[config.mk]
export PLATFORM = sky130hd
export DESIGN_NAME = binary_shape_boundary_marker_core
export DESIGN_NICKNAME = d
export VERILOG_FILES = /design/src/rtl/bsbm_pkg.sv /design/src/rtl/bsbm_line_buf.sv /design/src/rtl/bsbm_out_queue.sv /design/src/rtl/binary_shape_boundary_marker_core.sv
export SDC_FILE = /design/constraint.sdc
export NUM_CORES = 1
export LEC_CHECK = 0
export ABC_CLOCK_PERIOD_IN_PS = 5800
export BUFFER_PORTS_ARGS = -buffer_cell sky130_fd_sc_hd__buf_2
export CAP_MARGIN = 40
export CORE_ASPECT_RATIO = 0.75
export CORE_MARGIN = 3
export CORE_UTILIZATION = 25
export DETAILED_ROUTE_END_ITERATION = 16
export PLACE_DENSITY = 0.44
export SYNTH_ARGS = -nofsm -noshare
export SYNTH_HDL_FRONTEND = slang
export SYNTH_SLANG_ARGS = --single-unit
export TNS_END_PERCENT = 100
[constraint.sdc]
create_clock -name aclk -period 5.8 [get_ports aclk]
set_clock_uncertainty 0.15 [all_clocks]
set_input_delay 1.16 -clock aclk [delete_from_list [all_inputs] [get_ports aclk]]
set_output_delay 1.16 -clock aclk [all_outputs]
set_load 0.005 [all_outputs]
[src/rtl/bsbm_pkg.sv]
// bsbm_pkg: item types, register codes and widths shared by the
// boundary marker modules; no dependencies
package bsbm_pkg;

    localparam int CFG_INDEX_W = 2;
    localparam int CFG_DATA_W  = 11;
    localparam int IMAGE_WIDTH_W  = 8;
    localparam int IMAGE_HEIGHT_W = 11;
    localparam int WIDTH_RESET  = 128;
    localparam int HEIGHT_RESET = 1024;

    typedef enum logic [CFG_INDEX_W-1:0] {
        REG_IMAGE_WIDTH  = 2'd0,
        REG_IMAGE_HEIGHT = 2'd1,
        REG_UNUSED_2     = 2'd2,
        REG_UNUSED_3     = 2'd3
    } cfg_index_t;

    typedef struct packed {
        logic action;
        logic pixel_filled;
    } in_item_t;

    typedef struct packed {
        logic is_boundary;
        logic row_end;
        logic image_end;
    } out_item_t;

    // control of one row store for the current item
    typedef struct packed {
        logic step;   // move the read window on
        logic wrap;   // window back to column zero
        logic wr_en;  // store the current column
    } lb_ctrl_t;

endpackage

[src/rtl/bsbm_line_buf.sv]
// bsbm_line_buf: one row store with a two-entry read window (column c, c+1)
// depends on bsbm_pkg
module bsbm_line_buf #(
    parameter int DEPTH = 128
) (
    input  logic                       aclk,
    input  bsbm_pkg::lb_ctrl_t         ctrl,
    input  logic [$clog2(DEPTH)-1:0]   col,
    input  logic                       wr_data,
    output logic                       cur_bit,
    output logic                       nxt_bit
);
    import bsbm_pkg::*;

    localparam int AW = $clog2(DEPTH);

    logic             mem [0:(1<<AW)-1];
    logic             cur_reg;
    logic             nxt_reg;
    logic [AW-1:0]    ahead_addr;

    assign ahead_addr = col + AW'(2);
    assign cur_bit    = cur_reg;
    assign nxt_bit    = nxt_reg;

    always_ff @(posedge aclk) begin
        if (ctrl.wr_en) begin
            mem[col] <= wr_data;
        end
        if (ctrl.step) begin
            if (ctrl.wrap) begin
                // the row that is being written now may be the one read back
                cur_reg <= (ctrl.wr_en && col == AW'(0)) ? wr_data : mem[AW'(0)];
                nxt_reg <= (ctrl.wr_en && col == AW'(1)) ? wr_data : mem[AW'(1)];
            end else begin
                cur_reg <= nxt_reg;
                nxt_reg <= mem[ahead_addr];
            end
        end
    end

endmodule

[src/rtl/bsbm_out_queue.sv]
// bsbm_out_queue: two-entry result buffer between the marker and m_ side
// depends on bsbm_pkg
module bsbm_out_queue (
    input  logic                aclk,
    input  logic                aresetn,
    input  logic                push,
    input  bsbm_pkg::out_item_t push_data,
    output logic                has_room,
    output logic                m_valid,
    input  logic                m_ready,
    output bsbm_pkg::out_item_t m_data
);
    import bsbm_pkg::*;

    out_item_t  ent_reg [0:1];
    logic       wr_ptr_reg;
    logic       rd_ptr_reg;
    logic [1:0] count_reg;
    logic [1:0] count_next;
    logic       pop;

    assign pop      = m_valid && m_ready;
    assign m_valid  = count_reg != 2'd0;
    assign m_data   = ent_reg[rd_ptr_reg];
    assign has_room = count_reg != 2'd2;

    always_comb begin
        count_next = count_reg;
        if (push && !pop) begin
            count_next = count_reg + 2'd1;
        end else if (!push && pop) begin
            count_next = count_reg - 2'd1;
        end
    end

    always_ff @(posedge aclk) begin
        if (push) begin
            ent_reg[wr_ptr_reg] <= push_data;
        end
    end

    always_ff @(posedge aclk) begin
        if (!aresetn) begin
            wr_ptr_reg <= 1'b0;
            rd_ptr_reg <= 1'b0;
            count_reg  <= 2'd0;
        end else begin
            if (push) begin
                wr_ptr_reg <= ~wr_ptr_reg;
            end
            if (pop) begin
                rd_ptr_reg <= ~rd_ptr_reg;
            end
            count_reg <= count_next;
        end
    end

endmodule

[src/rtl/binary_shape_boundary_marker_core.sv]
// binary_shape_boundary_marker_core: top level of the 4-neighbour boundary marker
// depends on bsbm_pkg, bsbm_line_buf, bsbm_out_queue
//
// Pixels enter on the s_ channel in raster order, one item each. While row r+1
// loads, row r leaves on the m_ channel, one result per pixel: is_boundary marks
// a filled pixel with an empty left, right, upper or lower neighbour, row_end
// flags the last column. Row 0 gives no results. After the last row, flush items
// (action = 1) emit that row; image_end marks its last pixel. Flushes while
// loading and pixels while flushing are dropped without a result.
// cfg_index 0 sets image_width, 1 sets image_height; a write to either restarts the image.
// Write the registers only while no item is in flight.
// Timing: one item per clock, set by the combinational neighbour logic between the
// row-store read window and the result buffer; a result is visible on m_ in the
// cycle after its item is taken. A two-entry buffer holds results, so s_ready
// stays high while one result waits and drops only when both entries are full.
// Reset: restarts at row 0, column 0 with width 128 and height 1024 (clamped to
// MAX_WIDTH and MAX_HEIGHT); row-store contents are not cleared.
module binary_shape_boundary_marker_core #(
    parameter int MAX_WIDTH  = 128,
    parameter int MAX_HEIGHT = 1024
) (
    input  logic                                   aclk,
    input  logic                                   aresetn,
    input  logic                                   s_valid,
    output logic                                   s_ready,
    input  bsbm_pkg::in_item_t                     s_data,
    output logic                                   m_valid,
    input  logic                                   m_ready,
    output bsbm_pkg::out_item_t                    m_data,
    input  logic                                   cfg_valid,
    output logic                                   cfg_ready,
    input  logic [bsbm_pkg::CFG_INDEX_W-1:0]       cfg_index,
    input  logic [bsbm_pkg::CFG_DATA_W-1:0]        cfg_data
);
    import bsbm_pkg::*;

    localparam int CW = $clog2(MAX_WIDTH);
    localparam int RW = $clog2(MAX_HEIGHT);
    localparam int RST_W = (WIDTH_RESET > MAX_WIDTH) ? MAX_WIDTH : WIDTH_RESET;
    localparam int RST_H = (HEIGHT_RESET > MAX_HEIGHT) ? MAX_HEIGHT : HEIGHT_RESET;

    logic [CW-1:0] col_reg;
    logic [RW-1:0] row_reg;
    logic          flushing_reg;
    logic          left_reg;
    logic [CW-1:0] last_col_idx_reg;
    logic [RW-1:0] last_row_idx_reg;

    logic [CW-1:0] last_col_idx_next;
    logic [RW-1:0] last_row_idx_next;
    logic [IMAGE_WIDTH_W-1:0]  w_val;
    logic [IMAGE_HEIGHT_W-1:0] h_val;

    logic      accept;
    logic      cfg_write;
    logic      is_known_reg;
    logic      load_step;
    logic      flush_step;
    logic      last_col;
    logic      emit;
    out_item_t result;
    lb_ctrl_t  up_ctrl;
    lb_ctrl_t  mid_ctrl;
    logic      up_cur;
    logic      up_nxt;
    logic      mid_cur;
    logic      mid_nxt;
    logic      up_n;
    logic      left_n;
    logic      right_n;
    logic      queue_room;

    assign cfg_ready = 1'b1;
    assign cfg_write = cfg_valid && cfg_ready;
    assign is_known_reg = (cfg_index == REG_IMAGE_WIDTH) || (cfg_index == REG_IMAGE_HEIGHT);

    assign s_ready    = queue_room;
    assign accept     = s_valid && s_ready;
    assign load_step  = accept && !flushing_reg && !s_data.action;
    assign flush_step = accept && flushing_reg && s_data.action;
    assign last_col   = col_reg == last_col_idx_reg;

    // neighbours outside the image read as empty
    assign up_n    = (row_reg == RW'(1)) ? 1'b0 : up_cur;
    assign left_n  = (col_reg == CW'(0)) ? 1'b0 : left_reg;
    assign right_n = last_col ? 1'b0 : mid_nxt;

    always_comb begin
        result = '0;
        emit   = 1'b0;
        if (load_step && row_reg != RW'(0)) begin
            emit               = 1'b1;
            result.is_boundary = mid_cur & ~(up_n & s_data.pixel_filled & left_n & right_n);
            result.row_end     = last_col;
        end else if (flush_step) begin
            // nothing below the last row, so any filled pixel is on the boundary
            emit               = 1'b1;
            result.is_boundary = mid_cur;
            result.row_end     = last_col;
            result.image_end   = last_col;
        end
    end

    // both stores walk together; a write to image_width or image_height reloads the window at column 0
    always_comb begin
        mid_ctrl.step  = load_step || flush_step || (cfg_write && is_known_reg);
        mid_ctrl.wrap  = cfg_write || last_col;
        mid_ctrl.wr_en = load_step;
        up_ctrl        = mid_ctrl;
    end

    bsbm_line_buf #(
        .DEPTH (MAX_WIDTH)
    ) u_upper (
        .aclk    (aclk),
        .ctrl    (up_ctrl),
        .col     (col_reg),
        .wr_data (mid_cur),
        .cur_bit (up_cur),
        .nxt_bit (up_nxt)
    );

    bsbm_line_buf #(
        .DEPTH (MAX_WIDTH)
    ) u_middle (
        .aclk    (aclk),
        .ctrl    (mid_ctrl),
        .col     (col_reg),
        .wr_data (s_data.pixel_filled),
        .cur_bit (mid_cur),
        .nxt_bit (mid_nxt)
    );

    bsbm_out_queue u_out_queue (
        .aclk      (aclk),
        .aresetn   (aresetn),
        .push      (emit),
        .push_data (result),
        .has_room  (queue_room),
        .m_valid   (m_valid),
        .m_ready   (m_ready),
        .m_data    (m_data)
    );

    // clamp register values to 1..MAX and keep them as last indexes
    always_comb begin
        w_val = cfg_data[IMAGE_WIDTH_W-1:0];
        h_val = cfg_data[IMAGE_HEIGHT_W-1:0];
        last_col_idx_next = last_col_idx_reg;
        last_row_idx_next = last_row_idx_reg;
        if (cfg_index == REG_IMAGE_WIDTH) begin
            if (w_val == '0) begin
                last_col_idx_next = CW'(0);
            end else if (32'(w_val) > MAX_WIDTH) begin
                last_col_idx_next = CW'(MAX_WIDTH - 1);
            end else begin
                last_col_idx_next = CW'(w_val - IMAGE_WIDTH_W'(1));
            end
        end
        if (cfg_index == REG_IMAGE_HEIGHT) begin
            if (h_val == '0) begin
                last_row_idx_next = RW'(0);
            end else if (32'(h_val) > MAX_HEIGHT) begin
                last_row_idx_next = RW'(MAX_HEIGHT - 1);
            end else begin
                last_row_idx_next = RW'(h_val - IMAGE_HEIGHT_W'(1));
            end
        end
    end

    always_ff @(posedge aclk) begin
        if (!aresetn) begin
            col_reg          <= '0;
            row_reg          <= '0;
            flushing_reg     <= 1'b0;
            left_reg         <= 1'b0;
            last_col_idx_reg <= CW'(RST_W - 1);
            last_row_idx_reg <= RW'(RST_H - 1);
        end else if (cfg_write) begin
            if (is_known_reg) begin
                col_reg          <= '0;
                row_reg          <= '0;
                flushing_reg     <= 1'b0;
                left_reg         <= 1'b0;
                last_col_idx_reg <= last_col_idx_next;
                last_row_idx_reg <= last_row_idx_next;
            end
        end else if (load_step) begin
            if (last_col) begin
                col_reg  <= '0;
                left_reg <= 1'b0;
                if (row_reg == last_row_idx_reg) begin
                    flushing_reg <= 1'b1;
                end else begin
                    row_reg <= row_reg + RW'(1);
                end
            end else begin
                col_reg  <= col_reg + CW'(1);
                left_reg <= mid_cur;
            end
        end else if (flush_step) begin
            if (last_col) begin
                col_reg      <= '0;
                row_reg      <= '0;
                flushing_reg <= 1'b0;
                left_reg     <= 1'b0;
            end else begin
                col_reg <= col_reg + CW'(1);
            end
        end
    end

    // the upper store's look-ahead bit is only there to feed its own window
    logic unused_up_nxt;
    assign unused_up_nxt = up_nxt;

endmodule

======== Word level (Yosys, flattened, before mapping) ========
Memories as Yosys holds them, arrays and structs flattened. A register that Yosys moved wholly into a read port is not among the register bits.
Index checks and enable logic that the tools add are counted.
storage, ports and cells
  register bits ........................... 44
  bits in writable memories ............... 262
  bits of input ports ..................... 20
  output and inout bits ................... 6
  memories kept ........................... 3
memories
  memory               words  width  rd ports  clocked after Yosys merged registers in  write ports  RTL line              text
  u_middle.mem         128    1      3         0                                        1            bsbm_line_buf.sv:17   logic mem [0:(1<<AW)-1];
  u_upper.mem          128    1      3         0                                        1            bsbm_line_buf.sv:17
  u_out_queue.ent_reg  2      3      1         1                                        1            bsbm_out_queue.sv:15  out_item_t ent_reg [0:1];
cells by class
  $add $sub $neg .......................... 7
  $lt $le $gt $ge ......................... 2
  equal/unequal tests ..................... 9
  muxes and demuxes ....................... 50
  bitwise logic cells ..................... 7
  reductions and logical operators ........ 36
operator list
  cell                     number
  $mux W10                 9
  $mux W7                  7
  $mux W1                  30
  $logic_and A1 B1 Y1      12
  $gt A11 B11 Y1 const B   1
  $logic_not A11 Y1        1
  $add A10 B1 Y10 const B  1
  $eq A10 B1 Y1 const B    1
  $eq A10 B10 Y1           1
  $reduce_bool A10 Y1      1
  $sub A10 B1 Y10 const B  1
  $reduce_and A3 Y1        3
  $gt A8 B8 Y1 const B     1
  $logic_not A8 Y1         1
  $reduce_and A4 Y1        2
  $add A7 B1 Y7 const B    1
  $add A7 B2 Y7 const B    1
  $eq A7 B1 Y1 const B     1
  $eq A7 B7 Y1             1
  $logic_not A7 Y1         1
  $sub A7 B1 Y7 const B    1
  $mux W2                  3
  $reduce_bool A2 Y1       3
  $reduce_bool A3 Y1       2
  14 further kinds         25

======== Logic depth before layout (Yosys ltp) ========
  depth after elaboration ................. 10
  mapped depth ............................ 15
  depth with buffers taken out ............ 9

======== Modules after synthesis ========
From an unflattened synthesis, not the netlist that was laid out.
unflattened totals
  cell total of the unflattened synthesis .. 1,170
  area total of the unflattened synthesis .. 14,849.2 um^2
modules (own cells, without submodules)
  module                             times used  cells each  area each (um^2)  sequential area each (um^2)
  bsbm_line_buf                      2           419         5,985.7           3,903.7
  binary_shape_boundary_marker_core  1           301         2,443.6           720.7
  bsbm_out_queue                     1           31          434.2             280.3

======== Least setup slack after synthesis ========
OpenSTA, ideal clock, no wires.
  path kind ............................... flip-flop to flip-flop
  from .................................... register col_reg[1]
  to ...................................... register u_middle.nxt_reg (netlist: u_middle.nxt_bit) (data pin)
  data arrival time ....................... 2,619 ps
  required time ........................... 5,394 ps
  slack ................................... 2,775 ps
  stages on the path, launching flop included .. 14
  clock period less this slack ............ 3,025 ps
  cells stage by stage .................... dfxtp_1 > buf_4 > buf_6 > buf_8 > buf_4 > inv_1 > ha_1 > buf_4 > mux4_2 > a22oi_1 > nand3_1 > nand2_1 > nand4_1 > a41o_1
between the ends
  word-level cells in the longest chain between the ends .. 4
  elaborated cells on any way between the ends .. 8
  those cells by class .................... add/sub: 1; eq/ne: 2; mux: 2; reduce/logical: 2; memory: 1
RTL lines
  what                                                                   RTL line                                  text
  start, declared                                                        binary_shape_boundary_marker_core.sv:42   logic [CW-1:0] col_reg;
  start signal, assigned                                                 binary_shape_boundary_marker_core.sv:198  col_reg <= col_reg + CW'(1);
  start signal, assigned                                                 binary_shape_boundary_marker_core.sv:208  col_reg <= col_reg + CW'(1);
  parallel branches: the longest is 3 deep, another holds $add A7 B2 Y7  -
  $mux W1 *                                                              bsbm_line_buf.sv:31                       if (ctrl.wrap) begin
  end signal, assigned                                                   bsbm_line_buf.sv:34                       nxt_reg <= (ctrl.wr_en && col == AW'(1)) ? wr_data : mem[AW'(1)];
  end signal, assigned                                                   bsbm_line_buf.sv:37                       nxt_reg <= mem[ahead_addr];
  end, declared                                                          bsbm_line_buf.sv:19                       logic nxt_reg;
Every way passes the cells marked *.
A chain may end at the register's enable or synchronous reset.

======== Final worst setup path ========
Same ends and word-level chain as after synthesis.

==> results.yml <==
timing:
  layout_min_cycle_time_ns: 3.56
  rsz0062_at_grt: "no"
  fmax_ghz: 0.281
  worst_pin_slew_ns: 0.862
  tns_ns: 0
  drv_slew: 0
  setup_violations: 0
  hold_viol: 0
  finalCritPeriodShare_pct: 61.4
  slew_headroom_pct: 42.4
detailed_routing:
  route.detailed.drc: 0
  wl_per_cell_um: 20.0
  num_vias: 8412
  routed_wl_um: 35700
  drtPass1Iterations: 5
  final_antenna_net_count: 0
  via_per_inst: 4.72
  drtIter0Drc: 886
worst_setup_path:
  required_ns: 5.91
  crit_fanout: 44
  crit_slowest_cell: "ha_1"
  critical-path-top-delay-family: "buffers and inverters"
  startpoint_type: "register"
  crit_path_max_incr_delay_ns: 0.66
  path_cells: "buf_4, ha_1, xor2_2, buf_4, mux4_2, mux2i_1, o22ai_1, nand2_1, nand4_1, a41o_1"
  crit_type: "reg -> reg"
  path_buf_inv: 2
  crit_arrival_ns: 3.67
  crit_top_cell: "buf_4"
  crit_path_end_kind: "register"
  rrSetupSlack_ns: 2.24
floorplan:
  initial_core_util_pct: 25.3
  coreArea_um2: 54600
  die_area_um2: 58300
  die_h_um: 210
  dieWidth_um: 278
  std_cell_rows: 74
  io_pins: 26
clocking:
  cts-buffers-inserted: 34
  clk_path_buf_depth: 3
  clk_latency_ns: 0.51
  cts.sinks: 307
  htree_levels: 2
  clk_pin_slew_worst_paths_ns: 0.06
  cts_root_buffer: "clkbuf_16"
  cts_tree: "yes"
  cts-resized-gates: 0
  cts_hold_buf: 0
  post-cts-setup-buffers: 0
global_route:
  grt_overflow_total: 0
  grt_pass1_vias: 8357
  grt_max_degree: 80
  track_usage_pct: 12.2
  grt_pass1_wl_um: 54300
  antenna_found_initial: 0
yosys:
  synth_area_um2: 13800
  ys_seq_area_share_pct: 63.6
  syn_area_per_cell_um2: 13.6
  synth_edf_count: 266
  synthArstFlopShare_pct: 0
  synth_top_area_share_pct: 57.7
  ys.flop_type: "edfxtp_1"
  synth_cell_types: 73
  synth.yosys.warnings: 0
  synth_top_cells_by_count: "266 x edfxtp_1, 193 x nor2_1, 68 x nand2_1, 44 x mux4_2, 41 x dfxtp_1"
  yosysTopAreaCell: "edfxtp_1"
  synth.most_common_cell: "edfxtp_1"
  ys_ff_latch: 307
  synth_cells: 1015
  synth_area_leaders: "edfxtp_1 58%, mux4_2 7.2%, dfxtp_1 5.9%"
  syn-num-nets: 1048
finish:
  diodes: 0
  layout-drive-gt1-share_pct: 15.1
  area_delta_synth_final_pct: 13.4
  nNetsFinal: 1071
  reg_top3: "u_middle.mem: 128 flops, u_upper.mem: 128 flops"
place:
  hpwl_um: 23900
  port_buffers: 24
  finalWeightedCongestion: 0.804
flow_run:
  maxCapViolCount: 0
hold_path:
  hold_path_class: "reg -> reg"
status:
  status: "finished clean"
power_and_ir_drop:
  fin_total_pwr_mw: 4.75
  leakage_nw: 4.87
  irDropWorstVdd_mv: 0.148
  p_per_area_nw_per_um2: 302
-- per-layer routing --
layer  GRT usage, %  routed length [um]  vias to the layer above
met5              0                   0                        -
met4           2.57                 570                        0
met2           17.2               14700                      246
met3           2.29                1860                       47
met1           19.3               18600                     4273
li1               -                   -                     3846
-- cell families after synthesis --
logic type      count (synthesis)  share of synthesized area (%)
compound gates                120                           5.70
fa+ha+maj                      13                           1.18
mux                           103                           11.6
other cells                     1                         0.0271
simple gates                  356                           11.7
flops                         307                           63.6
xor+xnor                       48                           3.15
buf+inv                        67                           3.03
-- tightest hold or removal path: cells and delay by family (launching register included) --
kind / cells / cell delay [ns]
DFF: 1 / 0.32
and+or+nand+nor: 2 / 0.12
-- through the flow --
step	util (%)	instances	hold WS [ns]	instance area [um2]	setup WS, ns
floorplan	-	1015	0.294	13800	2.77
global placement	26.7	1719	0.326	14600	1.99
detailed placement	26.9	1724	0.331	14700	2.20
CTS	28.7	1784	0.340	15700	2.20
global route	28.7	1784	0.362	15700	2.02
finish	28.7	1784	0.338	15700	2.24
-- area by class of cell --
class / count / area (um2)
clock buffers: 42 / 912
clock inverters: 18 / 110
fillers: 5564 / 38900
inverters: 16 / 60.1
multi-input cells: 641 / 4620
flip-flops and latches: 307 / 8810
well taps: 722 / 903
repair buffers: 38 / 290
-- report_power, final --
| group | switching, mW | total [mW] | internal [mW] | leakage [nW] |
|---|---|---|---|---|
| Sequential | 0.0178 | 2.44 | 2.43 | 2.73 |
| Combinational | 0.184 | 0.284 | 0.100 | 1.64 |
| Clock | 0.862 | 2.02 | 1.16 | 0.502 |
| Total | 1.06 | 4.75 | 3.69 | 4.87 |
-- cell usage in the layout (no fill, tap or decap), types with 7 or more instances in the layout --
cell	synthesis	routed
a21oi_1	29	29
a221o_1	8	8
a22o_1	7	7
buf_2	6	23
buf_4	9	10
clkbuf_16	0	35
clkinv_1	1	10
dfxtp_1	41	39
edfxtp_1	266	266
ha_1	13	13
inv_1	15	15
mux2_2	15	15
mux2i_1	40	40
mux4_2	44	44
nand2_1	68	68
nand2b_1	7	7
nand3_1	32	32
nand4_1	11	11
nor2_1	193	193
o21ai_0	28	28
o21ai_1	7	7
o22ai_1	9	9
xnor2_1	20	20
xor2_1	26	26
-- worst paths after layout --
path                                     from                                to  depth (start not counted)
max                   col_reg[1]$_SDFFE_PN0P_        u_middle.nxt_bit$_DFFE_PP_                         10
min          last_row_idx_reg[9]$_SDFFE_PN1P_  last_row_idx_reg[9]$_SDFFE_PN1P_                          2
max reg2reg           col_reg[1]$_SDFFE_PN0P_        u_middle.nxt_bit$_DFFE_PP_                         10
min reg2reg  last_row_idx_reg[9]$_SDFFE_PN1P_  last_row_idx_reg[9]$_SDFFE_PN1P_                          2
Note: power is estimated with default switching activity, not from simulation.
